<file path="src/mqsb_pkg.sv">
// ----------------------------------------------------------------------------
// mqsb_pkg
// Shared constants and types for the multi-queue shared buffer unit.
// ----------------------------------------------------------------------------
package mqsb_pkg;

	localparam int DEF_NUM_ENTRIES = 16;
	localparam int DEF_NUM_QUEUES  = 4;

	localparam int DATA_W  = 32;
	localparam int QID_W   = 2;
	localparam int STAT_W  = 2;

	localparam logic CMD_ENQ = 1'b0;
	localparam logic CMD_DEQ = 1'b1;

	localparam logic [STAT_W-1:0] STATUS_OK    = 2'd0;
	localparam logic [STAT_W-1:0] STATUS_FULL  = 2'd1;
	localparam logic [STAT_W-1:0] STATUS_EMPTY = 2'd2;

	// write strobes into the entry store
	typedef struct packed {
		logic link_we;
		logic data_we;
	} entry_wr_t;

endpackage

</file>
<file path="src/mqsb_queue_table.sv">
// ----------------------------------------------------------------------------
// mqsb_queue_table
// Per-queue head and tail pointer memory, one read and one write port.
// ----------------------------------------------------------------------------
module mqsb_queue_table #(
	parameter int NUM_ENTRIES = mqsb_pkg::DEF_NUM_ENTRIES,
	parameter int NUM_QUEUES  = mqsb_pkg::DEF_NUM_QUEUES,
	localparam int EW = $clog2(NUM_ENTRIES),
	localparam int QW = (NUM_QUEUES > 1) ? $clog2(NUM_QUEUES) : 1
) (
	input  logic          clk,
	input  logic          rd_en,
	input  logic [QW-1:0] rd_addr,
	output logic [EW-1:0] rd_head,
	output logic [EW-1:0] rd_tail,
	input  logic          wr_en,
	input  logic [QW-1:0] wr_addr,
	input  logic [EW-1:0] wr_head,
	input  logic [EW-1:0] wr_tail
);

	logic [2*EW-1:0] mem [NUM_QUEUES];
	logic [2*EW-1:0] rd_q;

	always_ff @(posedge clk) begin
		if (wr_en) begin
			mem[wr_addr] <= {wr_head, wr_tail};
		end
	end

	always_ff @(posedge clk) begin
		if (rd_en) begin
			rd_q <= mem[rd_addr];
		end
	end

	assign rd_head = rd_q[2*EW-1:EW];
	assign rd_tail = rd_q[EW-1:0];

endmodule

</file>
<file path="src/mqsb_entry_store.sv">
// ----------------------------------------------------------------------------
// mqsb_entry_store
// Shared entry storage: next-entry link and data word per entry.
// ----------------------------------------------------------------------------
module mqsb_entry_store #(
	parameter int NUM_ENTRIES = mqsb_pkg::DEF_NUM_ENTRIES,
	localparam int EW = $clog2(NUM_ENTRIES)
) (
	input  logic                           clk,
	input  logic                           rd_en,
	input  logic [EW-1:0]                  rd_addr,
	output logic [EW-1:0]                  rd_link,
	output logic [mqsb_pkg::DATA_W-1:0]    rd_data,
	input  mqsb_pkg::entry_wr_t            wr,
	input  logic [EW-1:0]                  link_waddr,
	input  logic [EW-1:0]                  link_wdata,
	input  logic [EW-1:0]                  data_waddr,
	input  logic [mqsb_pkg::DATA_W-1:0]    data_wdata
);

	logic [EW-1:0]               link_mem [NUM_ENTRIES];
	logic [mqsb_pkg::DATA_W-1:0] data_mem [NUM_ENTRIES];

	always_ff @(posedge clk) begin
		if (wr.link_we) begin
			link_mem[link_waddr] <= link_wdata;
		end
		if (wr.data_we) begin
			data_mem[data_waddr] <= data_wdata;
		end
	end

	always_ff @(posedge clk) begin
		if (rd_en) begin
			rd_link <= link_mem[rd_addr];
			rd_data <= data_mem[rd_addr];
		end
	end

endmodule

</file>
<file path="src/multi_queue_shared_buffer_unit.sv">
// ----------------------------------------------------------------------------
// multi_queue_shared_buffer_unit
// Several FIFO queues linked through one shared entry store with a free list.
// ----------------------------------------------------------------------------
// Timing: the result is registered in ST_LOOK for an enqueue, a refused
//   enqueue or an underflow, and in ST_FETCH for a successful dequeue.
// Throughput: one request in flight; the next is taken only back in ST_IDLE,
//   after the queue table read and, for a dequeue, the dependent entry store read.
// Reset: clears control, queue valid bits and the free list; the initial
//   free chain comes from a watermark, so no clearing pass is needed.
module multi_queue_shared_buffer_unit #(
	parameter int NUM_ENTRIES = mqsb_pkg::DEF_NUM_ENTRIES,
	parameter int NUM_QUEUES  = mqsb_pkg::DEF_NUM_QUEUES
) (
	input  logic                   clk,
	input  logic                   arst_n,
	input  logic                   s_axis_tvalid,
	output logic                   s_axis_tready,
	input  logic signed [31:0]     s_axis_tdata,   // [31:0] value_in
	input  logic [2:0]             s_axis_tuser,   // [0] command, [2:1] queue_id
	output logic                   m_axis_tvalid,
	input  logic                   m_axis_tready,
	output logic signed [31:0]     m_axis_tdata,   // [31:0] value_out
	output logic [1:0]             m_axis_tuser    // [1:0] status
);

	localparam int EW = $clog2(NUM_ENTRIES);
	localparam int CW = $clog2(NUM_ENTRIES + 1);
	localparam int QW = (NUM_QUEUES > 1) ? $clog2(NUM_QUEUES) : 1;
	localparam int DW = mqsb_pkg::DATA_W;
	localparam int IW = mqsb_pkg::QID_W;

	typedef enum logic [1:0] {ST_IDLE, ST_LOOK, ST_FETCH} state_t;

	state_t                    state_q;
	logic                      cmd_q;
	logic [QW-1:0]             qsel_q;
	logic [DW-1:0]             val_q;
	logic                      ne_q;
	logic [NUM_QUEUES-1:0]     nonempty_q;
	logic [EW-1:0]             free_head_q;
	logic [CW-1:0]             free_cnt_q;
	logic [CW-1:0]             wm_q;
	logic                      m_valid_q;
	logic [DW-1:0]             m_data_q;
	logic [1:0]                m_user_q;

	logic                      accept;
	logic                      out_free;
	logic                      res_done;
	logic [QW-1:0]             qsel;
	logic                      qt_rd_en;
	logic [EW-1:0]             qt_head;
	logic [EW-1:0]             qt_tail;
	logic                      qt_wr_en;
	logic [EW-1:0]             qt_wr_head;
	logic [EW-1:0]             qt_wr_tail;
	logic                      es_rd_en;
	logic [EW-1:0]             es_rd_addr;
	logic [EW-1:0]             es_link;
	logic [DW-1:0]             es_data;
	mqsb_pkg::entry_wr_t       es_wr;
	logic [EW-1:0]             link_waddr;
	logic [EW-1:0]             link_wdata;
	logic                      fresh;
	logic [EW-1:0]             seq_next;
	logic [EW-1:0]             free_next;
	logic                      deq_last;

	assign accept        = s_axis_tvalid && s_axis_tready;
	assign s_axis_tready = (state_q == ST_IDLE);
	assign out_free      = !m_valid_q || m_axis_tready;
	assign m_axis_tvalid = m_valid_q;
	assign m_axis_tdata  = m_data_q;
	assign m_axis_tuser  = m_user_q;

	// result for the request in flight is produced at this edge
	assign res_done = out_free && (state_q == ST_FETCH || (state_q == ST_LOOK
		&& !(cmd_q == mqsb_pkg::CMD_DEQ && ne_q)));

	// queue number folded into range when fewer than four queues exist
	always_comb begin
		logic [IW-1:0] x;
		x = s_axis_tuser[2:1];
		for (int i = 0; i < 3; i++) begin
			if (NUM_QUEUES < 4 && x >= IW'(NUM_QUEUES)) begin
				x = x - IW'(NUM_QUEUES);
			end
		end
		qsel = QW'(x);
	end

	// an entry at the watermark was never linked: its link is the reset chain
	assign fresh     = (CW'(free_head_q) == wm_q);
	assign seq_next  = (free_head_q == EW'(NUM_ENTRIES - 1)) ? '0 : free_head_q + 1'b1;
	assign free_next = fresh ? seq_next : es_link;
	assign deq_last  = (qt_head == qt_tail);

	assign qt_rd_en = accept;

	always_comb begin
		es_rd_en   = 1'b0;
		es_rd_addr = free_head_q;
		if (accept) begin
			es_rd_en = 1'b1;
		end else if (state_q == ST_LOOK && cmd_q == mqsb_pkg::CMD_DEQ && ne_q) begin
			es_rd_en   = 1'b1;
			es_rd_addr = qt_head;
		end
	end

	always_comb begin
		qt_wr_en   = 1'b0;
		qt_wr_head = qt_head;
		qt_wr_tail = qt_tail;
		es_wr      = '0;
		link_waddr = qt_tail;
		link_wdata = free_head_q;
		if (state_q == ST_LOOK && cmd_q == mqsb_pkg::CMD_ENQ && out_free
			&& free_cnt_q != '0) begin
			qt_wr_en       = 1'b1;
			qt_wr_head     = ne_q ? qt_head : free_head_q;
			qt_wr_tail     = free_head_q;
			es_wr.data_we  = 1'b1;
			es_wr.link_we  = ne_q;
			link_waddr     = qt_tail;
			link_wdata     = free_head_q;
		end else if (state_q == ST_FETCH && out_free) begin
			qt_wr_en       = !deq_last;
			qt_wr_head     = es_link;
			qt_wr_tail     = qt_tail;
			es_wr.link_we  = 1'b1;
			link_waddr     = qt_head;
			link_wdata     = free_head_q;
		end
	end

	mqsb_queue_table #(
		.NUM_ENTRIES(NUM_ENTRIES),
		.NUM_QUEUES (NUM_QUEUES)
	) u_qtab (
		.clk    (clk),
		.rd_en  (qt_rd_en),
		.rd_addr(qsel),
		.rd_head(qt_head),
		.rd_tail(qt_tail),
		.wr_en  (qt_wr_en),
		.wr_addr(qsel_q),
		.wr_head(qt_wr_head),
		.wr_tail(qt_wr_tail)
	);

	mqsb_entry_store #(
		.NUM_ENTRIES(NUM_ENTRIES)
	) u_store (
		.clk       (clk),
		.rd_en     (es_rd_en),
		.rd_addr   (es_rd_addr),
		.rd_link   (es_link),
		.rd_data   (es_data),
		.wr        (es_wr),
		.link_waddr(link_waddr),
		.link_wdata(link_wdata),
		.data_waddr(free_head_q),
		.data_wdata(val_q)
	);

	always_ff @(posedge clk) begin
		if (accept) begin
			cmd_q  <= s_axis_tuser[0];
			qsel_q <= qsel;
			val_q  <= s_axis_tdata;
			ne_q   <= nonempty_q[qsel];
		end
		if (res_done) begin
			if (state_q == ST_FETCH) begin
				m_data_q <= es_data;
				m_user_q <= mqsb_pkg::STATUS_OK;
			end else if (cmd_q == mqsb_pkg::CMD_ENQ && free_cnt_q == '0) begin
				m_data_q <= '0;
				m_user_q <= mqsb_pkg::STATUS_FULL;
			end else if (cmd_q == mqsb_pkg::CMD_ENQ) begin
				m_data_q <= '0;
				m_user_q <= mqsb_pkg::STATUS_OK;
			end else begin
				m_data_q <= '1;
				m_user_q <= mqsb_pkg::STATUS_EMPTY;
			end
		end
	end

	always_ff @(posedge clk or negedge arst_n) begin
		if (!arst_n) begin
			state_q     <= ST_IDLE;
			nonempty_q  <= '0;
			free_head_q <= '0;
			free_cnt_q  <= CW'(NUM_ENTRIES);
			wm_q        <= '0;
			m_valid_q   <= 1'b0;
		end else begin
			if (res_done) begin
				m_valid_q <= 1'b1;
			end else if (m_axis_tready) begin
				m_valid_q <= 1'b0;
			end
			unique case (state_q)
				ST_IDLE: begin
					if (accept) begin
						state_q <= ST_LOOK;
					end
				end
				ST_LOOK: begin
					if (cmd_q == mqsb_pkg::CMD_DEQ && ne_q) begin
						state_q <= ST_FETCH;
					end else if (out_free) begin
						state_q   <= ST_IDLE;
						if (cmd_q == mqsb_pkg::CMD_ENQ && free_cnt_q != '0) begin
							nonempty_q[qsel_q] <= 1'b1;
							free_head_q        <= free_next;
							free_cnt_q         <= free_cnt_q - 1'b1;
							if (fresh) begin
								wm_q <= wm_q + 1'b1;
							end
						end
					end
				end
				ST_FETCH: begin
					if (out_free) begin
						state_q     <= ST_IDLE;
						free_head_q <= qt_head;
						free_cnt_q  <= free_cnt_q + 1'b1;
						if (deq_last) begin
							nonempty_q[qsel_q] <= 1'b0;
						end
					end
				end
				default: begin
					state_q <= ST_IDLE;
				end
			endcase
		end
	end

	a_free_cnt_bound: assert property (@(posedge clk) disable iff (!arst_n)
		free_cnt_q <= CW'(NUM_ENTRIES))
		else $error("free count above store size");

	a_wm_bound: assert property (@(posedge clk) disable iff (!arst_n)
		wm_q <= CW'(NUM_ENTRIES))
		else $error("watermark above store size");

	a_underflow_data: assert property (@(posedge clk) disable iff (!arst_n)
		m_axis_tvalid && m_axis_tuser == mqsb_pkg::STATUS_EMPTY |-> m_axis_tdata == '1)
		else $error("underflow result not all ones");

	a_one_in_flight: assert property (@(posedge clk) disable iff (!arst_n)
		accept |=> !s_axis_tready)
		else $error("second request taken while one is in flight");

	a_fetch_needs_entry: assert property (@(posedge clk) disable iff (!arst_n)
		state_q == ST_FETCH |-> free_cnt_q != CW'(NUM_ENTRIES))
		else $error("dequeue fetch with every entry free");

endmodule

</file>
<file path="config.mk">
export PLATFORM = sky130hd
export DESIGN_NAME = multi_queue_shared_buffer_unit
export DESIGN_NICKNAME = d
export VERILOG_FILES = /design/src/mqsb_pkg.sv /design/src/mqsb_queue_table.sv /design/src/mqsb_entry_store.sv /design/src/multi_queue_shared_buffer_unit.sv
export SDC_FILE = /design/constraint.sdc
export NUM_CORES = 1
export LEC_CHECK = 0
export BUFFER_PORTS_ARGS = -buffer_cell sky130_fd_sc_hd__buf_4
export CORE_MARGIN = 2
export CORE_UTILIZATION = 49
export DETAILED_ROUTE_END_ITERATION = 16
export PLACE_DENSITY = 0.66
export REMOVE_ABC_BUFFERS = 1
export SYNTH_ARGS = -nofsm -noshare
export SYNTH_HDL_FRONTEND = slang
export SYNTH_SLANG_ARGS = --single-unit
export TNS_END_PERCENT = 50
</file>
<file path="constraint.sdc">
create_clock -name clk -period 2.85 [get_ports clk]
set_input_delay 0.4275 -clock clk [delete_from_list [all_inputs] [get_ports clk]]
set_output_delay 0.4275 -clock clk [all_outputs]
set_load 0.1 [all_outputs]
</file>
== Yosys cells after proc, flatten, opt, wreduce, memory -nomap -nowiden ==
Memory sizes are Yosys's and may differ from the RTL's. A register that Yosys moved wholly into a read port is not among the register bits.
Cells that the tools add are included.
Word-level totals
  register bits after elaboration: 91
  RAM bits: 608
  input port bits: 39
  output and inout bits: 36
  memories: 3
Operators by class
  add/sub/neg operators: 4
  order comparisons: 3
  equal/unequal tests: 11
  multiplexer cells: 54
  bitwise operators: 5
  reductions and logical operators: 27
Memories
  u_store.data_mem: depth 16, width 32, rd ports 1, clocked after memory_dff 1, write ports 1, line mqsb_entry_store.sv:22  | logic [mqsb_pkg::DATA_W-1:0] data_mem [NUM_ENTRIES];
  u_store.link_mem: depth 16, width 4, rd ports 1, clocked after memory_dff 1, write ports 1, line mqsb_entry_store.sv:21  | logic [EW-1:0] link_mem [NUM_ENTRIES];
  u_qtab.mem: depth 4, width 8, rd ports 1, clocked after memory_dff 1, write ports 1, line mqsb_queue_table.sv:22  | logic [2*EW-1:0] mem [NUM_QUEUES];
Operators with widths (number)
  $mux W32: 3
  $mux W4: 19
  $mux W5: 4
  $mux W1: 18
  $pmux W4 S2: 2
  $logic_and A1 B1 Y1: 13
  $add A5 B1 Y5 const B: 2
  $pmux W5 S2: 1
  $reduce_and A5 Y1: 2
  $mux W2: 4
  $ne A2 B2 Y1 const B: 4
  $lt A2 B3 Y1 const B: 2
  $pmux W2 S3: 1
  $reduce_and A6 Y1: 1
  $eq A4 B5 Y1: 1
  $logic_not A5 Y1: 1
  $reduce_bool A5 Y1: 1
  $sub A5 B1 Y5 const B: 1
  $add A4 B1 Y4 const B: 1
  $and A4 B4 Y4: 1
  $eq A4 B4 Y1: 1
  $eq A4 B4 Y1 const B: 1
  $ne A2 B1 Y1 const B: 2
  $not A4 Y4: 1
  12 further kinds: 17

== Logic depth before layout (Yosys ltp) ==
  depth in word-level cells: 9
  gate-level depth with buffers: 11
  mapped depth without buffers: 8

== Hierarchy ==
Synthesis repeated with hierarchy kept, for this count alone.
Unflattened totals
  cell total of the unflattened synthesis: 1301
  area, all modules: 28203.3 um^2
By module, submodules not included
  mqsb_entry_store: instances 1, cells each 961, area an instance 22789.4 um^2
  multi_queue_shared_buffer_unit: instances 1, cells each 286, area an instance 3985.1 um^2
  mqsb_queue_table: instances 1, cells each 54, area an instance 1428.9 um^2

== Worst setup path before layout ==
No wires, ideal clock.
  path kind: flip-flop to flip-flop
  from: register state_q[0]
  to: register cmd_q (enable)
  setup time: 405 ps
  arrival: 2963 ps
  setup slack: -518 ps
  cell stages (with the launch flop): 3
  period minus slack after synthesis: 3368 ps
  path through: dfrtp_1 > nor2_1 > and2_1
On the way
  longest elaborated chain between the ends: 2
Ends and longest elaborated chain
  start, declared: line multi_queue_shared_buffer_unit.sv:35  | state_t state_q;
  start signal, assigned: line multi_queue_shared_buffer_unit.sv:194  | state_q <= ST_IDLE;
  start signal, assigned: line multi_queue_shared_buffer_unit.sv:209  | state_q <= ST_LOOK;
  start signal, assigned: line multi_queue_shared_buffer_unit.sv:214  | state_q <= ST_FETCH;
  $logic_not A2 Y1: line multi_queue_shared_buffer_unit.sv:71  | assign s_axis_tready = (state_q == ST_IDLE);
  net s_axis_tready: line multi_queue_shared_buffer_unit.sv:18  | output logic s_axis_tready,
  $logic_and A1 B1 Y1: line multi_queue_shared_buffer_unit.sv:70  | assign accept = s_axis_tvalid && s_axis_tready;
  net accept: line multi_queue_shared_buffer_unit.sv:48  | logic accept;
  end signal, assigned: line multi_queue_shared_buffer_unit.sv:170  | cmd_q <= s_axis_tuser[0];
  end, declared: line multi_queue_shared_buffer_unit.sv:36  | logic cmd_q;
The timed path passes the listed nets, and every way through them passes these cells.
A chain may end at the register's enable or synchronous reset.

== Final worst setup path ==
  from: register cmd_q
  to: register u_store.rd_data[2] in the netlist's numbering, read port of u_store.data_mem, data pin
On the way
  longest elaborated chain between the ends: 4
  elaborated cells between the ends (all ways): 6
Ends and longest elaborated chain
  $logic_and A1 B1 Y1 * (2 in a row): line multi_queue_shared_buffer_unit.sv:106  | end else if (state_q == ST_LOOK && cmd_q == mqsb_pkg::CMD_DEQ && ne_q) begin
  $mux W4 / $mux W1 (equally long branches): line multi_queue_shared_buffer_unit.sv:106
  $mux W4 / $mux W1 (equally long branches): line multi_queue_shared_buffer_unit.sv:104  | if (accept) begin
  end, declared: line mqsb_entry_store.sv:13  | output logic [mqsb_pkg::DATA_W-1:0] rd_data,
Every way passes the cells marked *; elsewhere a longest branch is shown, timed or not.

==> summary.txt <==
FF/Latch Area - 22200 um^2
Setup TNS - 0 ns
Diodes inserted - 0
Core area - 57900 um^2
Clock power frac - 27.7%
Die height - 247 um
Fmax - 363 MHz
Critical path required time - 3.21 ns
Sequential cell fraction of total power - 43.2%
Cell Area, Synth - 28800 um^2
Hold_ws - 0.143 ns
Clk_lat worst skew - 0.62 ns
Startpoint Class - register
First-pass GRT wire length - 99.8 mm
CTS tree - yes
Ports - 75
Die X - 247 um
Synth async-reset ratio - 2.83%
Place WS - 0.133 ns
Area growth from synthesis to layout - 16.3%
Fin util - 57.9%
Status - finished clean
IO Port Bufs - 74
Clk buf depth - 3
Pins Over Slew Limit - 0
Worst slew margin - 27.0%
H-Tree Level Count - 3
Mean post-synth cell area - 15.4 um^2
Vias in the first global route - 16.1k
Power density cells - 986 nW/um^2
First-pass DRT Iterations - 5
Total gr overflow - 0
Vias per cell - 5.76
Number of routed nets with antenna violations - 0
CTS sink cnt - 743
CTS buffer count - 75
Total Wirelength - 67.2 mm
Psw - 11100 uW
CTS root buf - clkbuf_16
Warnings from Yosys - 0
Register area share after synthesis - 77.0%
Layout cell share with drive strength beyond 1 - 14.1%
Nets@finish - 2075
Gr usage total - 22.3%
Vias - 16.4k
GPL Wtd Cong - 0.836
Post-route insts no fill - 2847
VDD IR max - 0.000672 V
Post-DP HPWL - 37.9 mm
Net Sw Frac - 33.5%
Die footprint - 60800 um^2
RSZ-0062 raised after global routing - no
Setup bufs post-CTS - 0
Internal power - 22000 uW
Netlist cell types - 47
Logic gate share of total power - 29.1%
Top flip-flop cell by instance count after synthesis - edfxtp_1
WP data arrival - 3.11 ns
Fin crit share - 96.7%
Final setup fails - 0
Fill cell total of the finished layout - 4406
Tightest Hold Check Type - input pin to register
Largest net degree at the start of global routing - 60
DR WL/cell - 23.6 um
Clock slew at reported path FFs - 0.06 ns
Max-Cap Viols - 0
Clock skew - 0.0227 ns
Mapped Cells - 1868
DRC Markers - 0
Critical path peak fanout - 14
Initial antenna violation count - 0
Slew @ Worst Pin - 1.10 ns
Setup CP Type - register to register
Starting Density - 49.8%
Count of final hold-check violations - 0
Drt initial violations - 1588
Fin crit period - 2.76 ns
Endpoint kind of the worst setup timing path - register
Register bit total from synthesis - 743
DP Cell Count - 2680
Post-synth EDFFs - 722
Multi-input logic area - 6220 um^2
Row count - 88
Leak - 0.0118 uW
Final WS setup - 0.0934 ns
==> through the flow <==
stage	total power [uW]	area (um^2)
4_1_cts	33200	33500
5_1_grt	34400	33500
2_1_floorplan	19600	28300
3_5_place_dp	24100	30900
3_3_place_gp	23900	30900
6_report	33100	33500
==> layout by cell type (no fill, tap or decap), types with 8 or more instances in the layout <==
cell type,count
xnor2_1,11
nand3_1,144
edfxtp_1,722
clkbuf_1,25
and2_2,17
a22oi_1,68
dlygate4sd3_1,34
nand2_1,323
a21o_1,35
mux2i_1,140
nand4_1,41
dfrtp_1,20
o21ai_0,15
clkinv_1,16
buf_4,119
a21oi_1,51
inv_1,10
buf_12,31
mux4_2,9
nor2_1,69
clkbuf_16,76
ha_1,8
==> what timing repair did <==
| action | in CTS | in global routing |
|---|---|---|
| endpoints found under the hold margin | 54 | 0 |
| resized for setup | 0 | 0 |
| hold buffers | 34 | 0 |
==> power groups by stage <==
stage                     Combinational, uW  Clock (uW)  Sequential [uW]
after floorplan                        4480           0            15100
after global routing                  10300        9700            14400
after global placement                 9420           0            14500
final                                  9610        9160            14300
after CTS                              9650        9290            14300
after detailed placement               9590           0            14500
==> layout make-up <==
cell class              instances  share of cell area [%]
flip-flops and latches        743                    66.2
multi-input cells            1012                    18.6
well taps                     765                    2.85
clock inverters                31                   0.772
repair buffers                184                    5.53
clock buffers                 101                    5.95
inverters                      11                   0.123
==> final timing paths <==
path,start,endpoint,slack (ns),cells past startpoint
max reg2reg,cmd_q,u_store.rd_data[2],0.09,7
min in group asynchronous,arst_n,state_q[0],0.24,2
min reg2reg,wm_q[4],wm_q[4],0.48,1
max,cmd_q,u_store.rd_data[2],0.09,7
max in group asynchronous,arst_n,free_cnt_q[4],2.34,2
min,s_axis_tuser[2],qsel_q[1],0.14,1
==> synth_stat cells (2+ instances only) <==
| cell type | n | area, um^2 |
|---|---|---|
| edfxtp_1 | 722 | 21700 |
| nand2_1 | 323 | 1210 |
| mux2i_1 | 144 | 1440 |
| nand3_1 | 144 | 721 |
| nor2_1 | 71 | 267 |
| a22oi_1 | 68 | 510 |
| a21oi_1 | 52 | 260 |
| clkbuf_1 | 45 | 169 |
| nand4_1 | 41 | 257 |
| a21o_1 | 35 | 263 |
| buf_2 | 31 | 155 |
| dfrtp_1 | 20 | 500 |
| and2_1 | 18 | 113 |
| o21ai_0 | 15 | 75.1 |
| buf_1 | 13 | 48.8 |
| xnor2_1 | 11 | 96.3 |
| inv_1 | 10 | 37.5 |
| mux4_2 | 9 | 203 |
| buf_4 | 8 | 60.1 |
| ha_1 | 8 | 100 |
| mux2_2 | 8 | 90.1 |
| and3_1 | 7 | 43.8 |
| nor3_1 | 7 | 35.0 |
| o22ai_1 | 6 | 37.5 |
| xor2_1 | 6 | 52.6 |
| a31oi_1 | 5 | 31.3 |
| buf_6 | 5 | 56.3 |
| nand2b_1 | 5 | 31.3 |
| a221oi_1 | 4 | 35.0 |
| nor3_2 | 4 | 40.0 |
| nor2_2 | 3 | 18.8 |
| nor2b_1 | 3 | 18.8 |
| nor3b_1 | 2 | 15.0 |
| o31ai_1 | 2 | 15.0 |
==> state kept, by name (all words and copies together), names as in the netlist, 4 cells and up, named ones only <==
name,flops
m_axis_tdata,32
wm_q,5
val_q,32
u_qtab.mem,32
free_head_q,4
u_store.rd_data,32
u_store.rd_link,4
free_cnt_q,5
u_qtab.rd_q,8
u_store.link_mem,64
u_store.data_mem,512
==> cell families after synthesis <==
| kind of cell | share of synthesized area [%] |
|---|---|
| flops | 77.0 |
| simple gates | 9.76 |
| compound gates | 4.45 |
| mux | 6.01 |
| buf+inv | 1.84 |
| xor+xnor | 0.516 |
| fa+ha+maj | 0.417 |
==> critical path: stages, from the launching register on <==
cell      delay, ns
edfxtp_1       0.49
nand4b_4       0.32
mux2i_4        0.39
nor2_4         0.60
buf_12         0.24
a22oi_1        0.11
a21oi_1        0.25
nor2_1         0.07
==> routing by layer <==
metal	vias to the layer above	share of wire [%]	wire length [um]	GRT usage (%)
met1	8175	42	28100	30.8
met3	141	7.4	4940	3.83
met2	722	48	32100	35.9
met4	0	3.0	2040	7.58
met5	-	0	0	0
li1	7371	-	-	-
No activity file was read; power rests on OpenSTA's default activity.
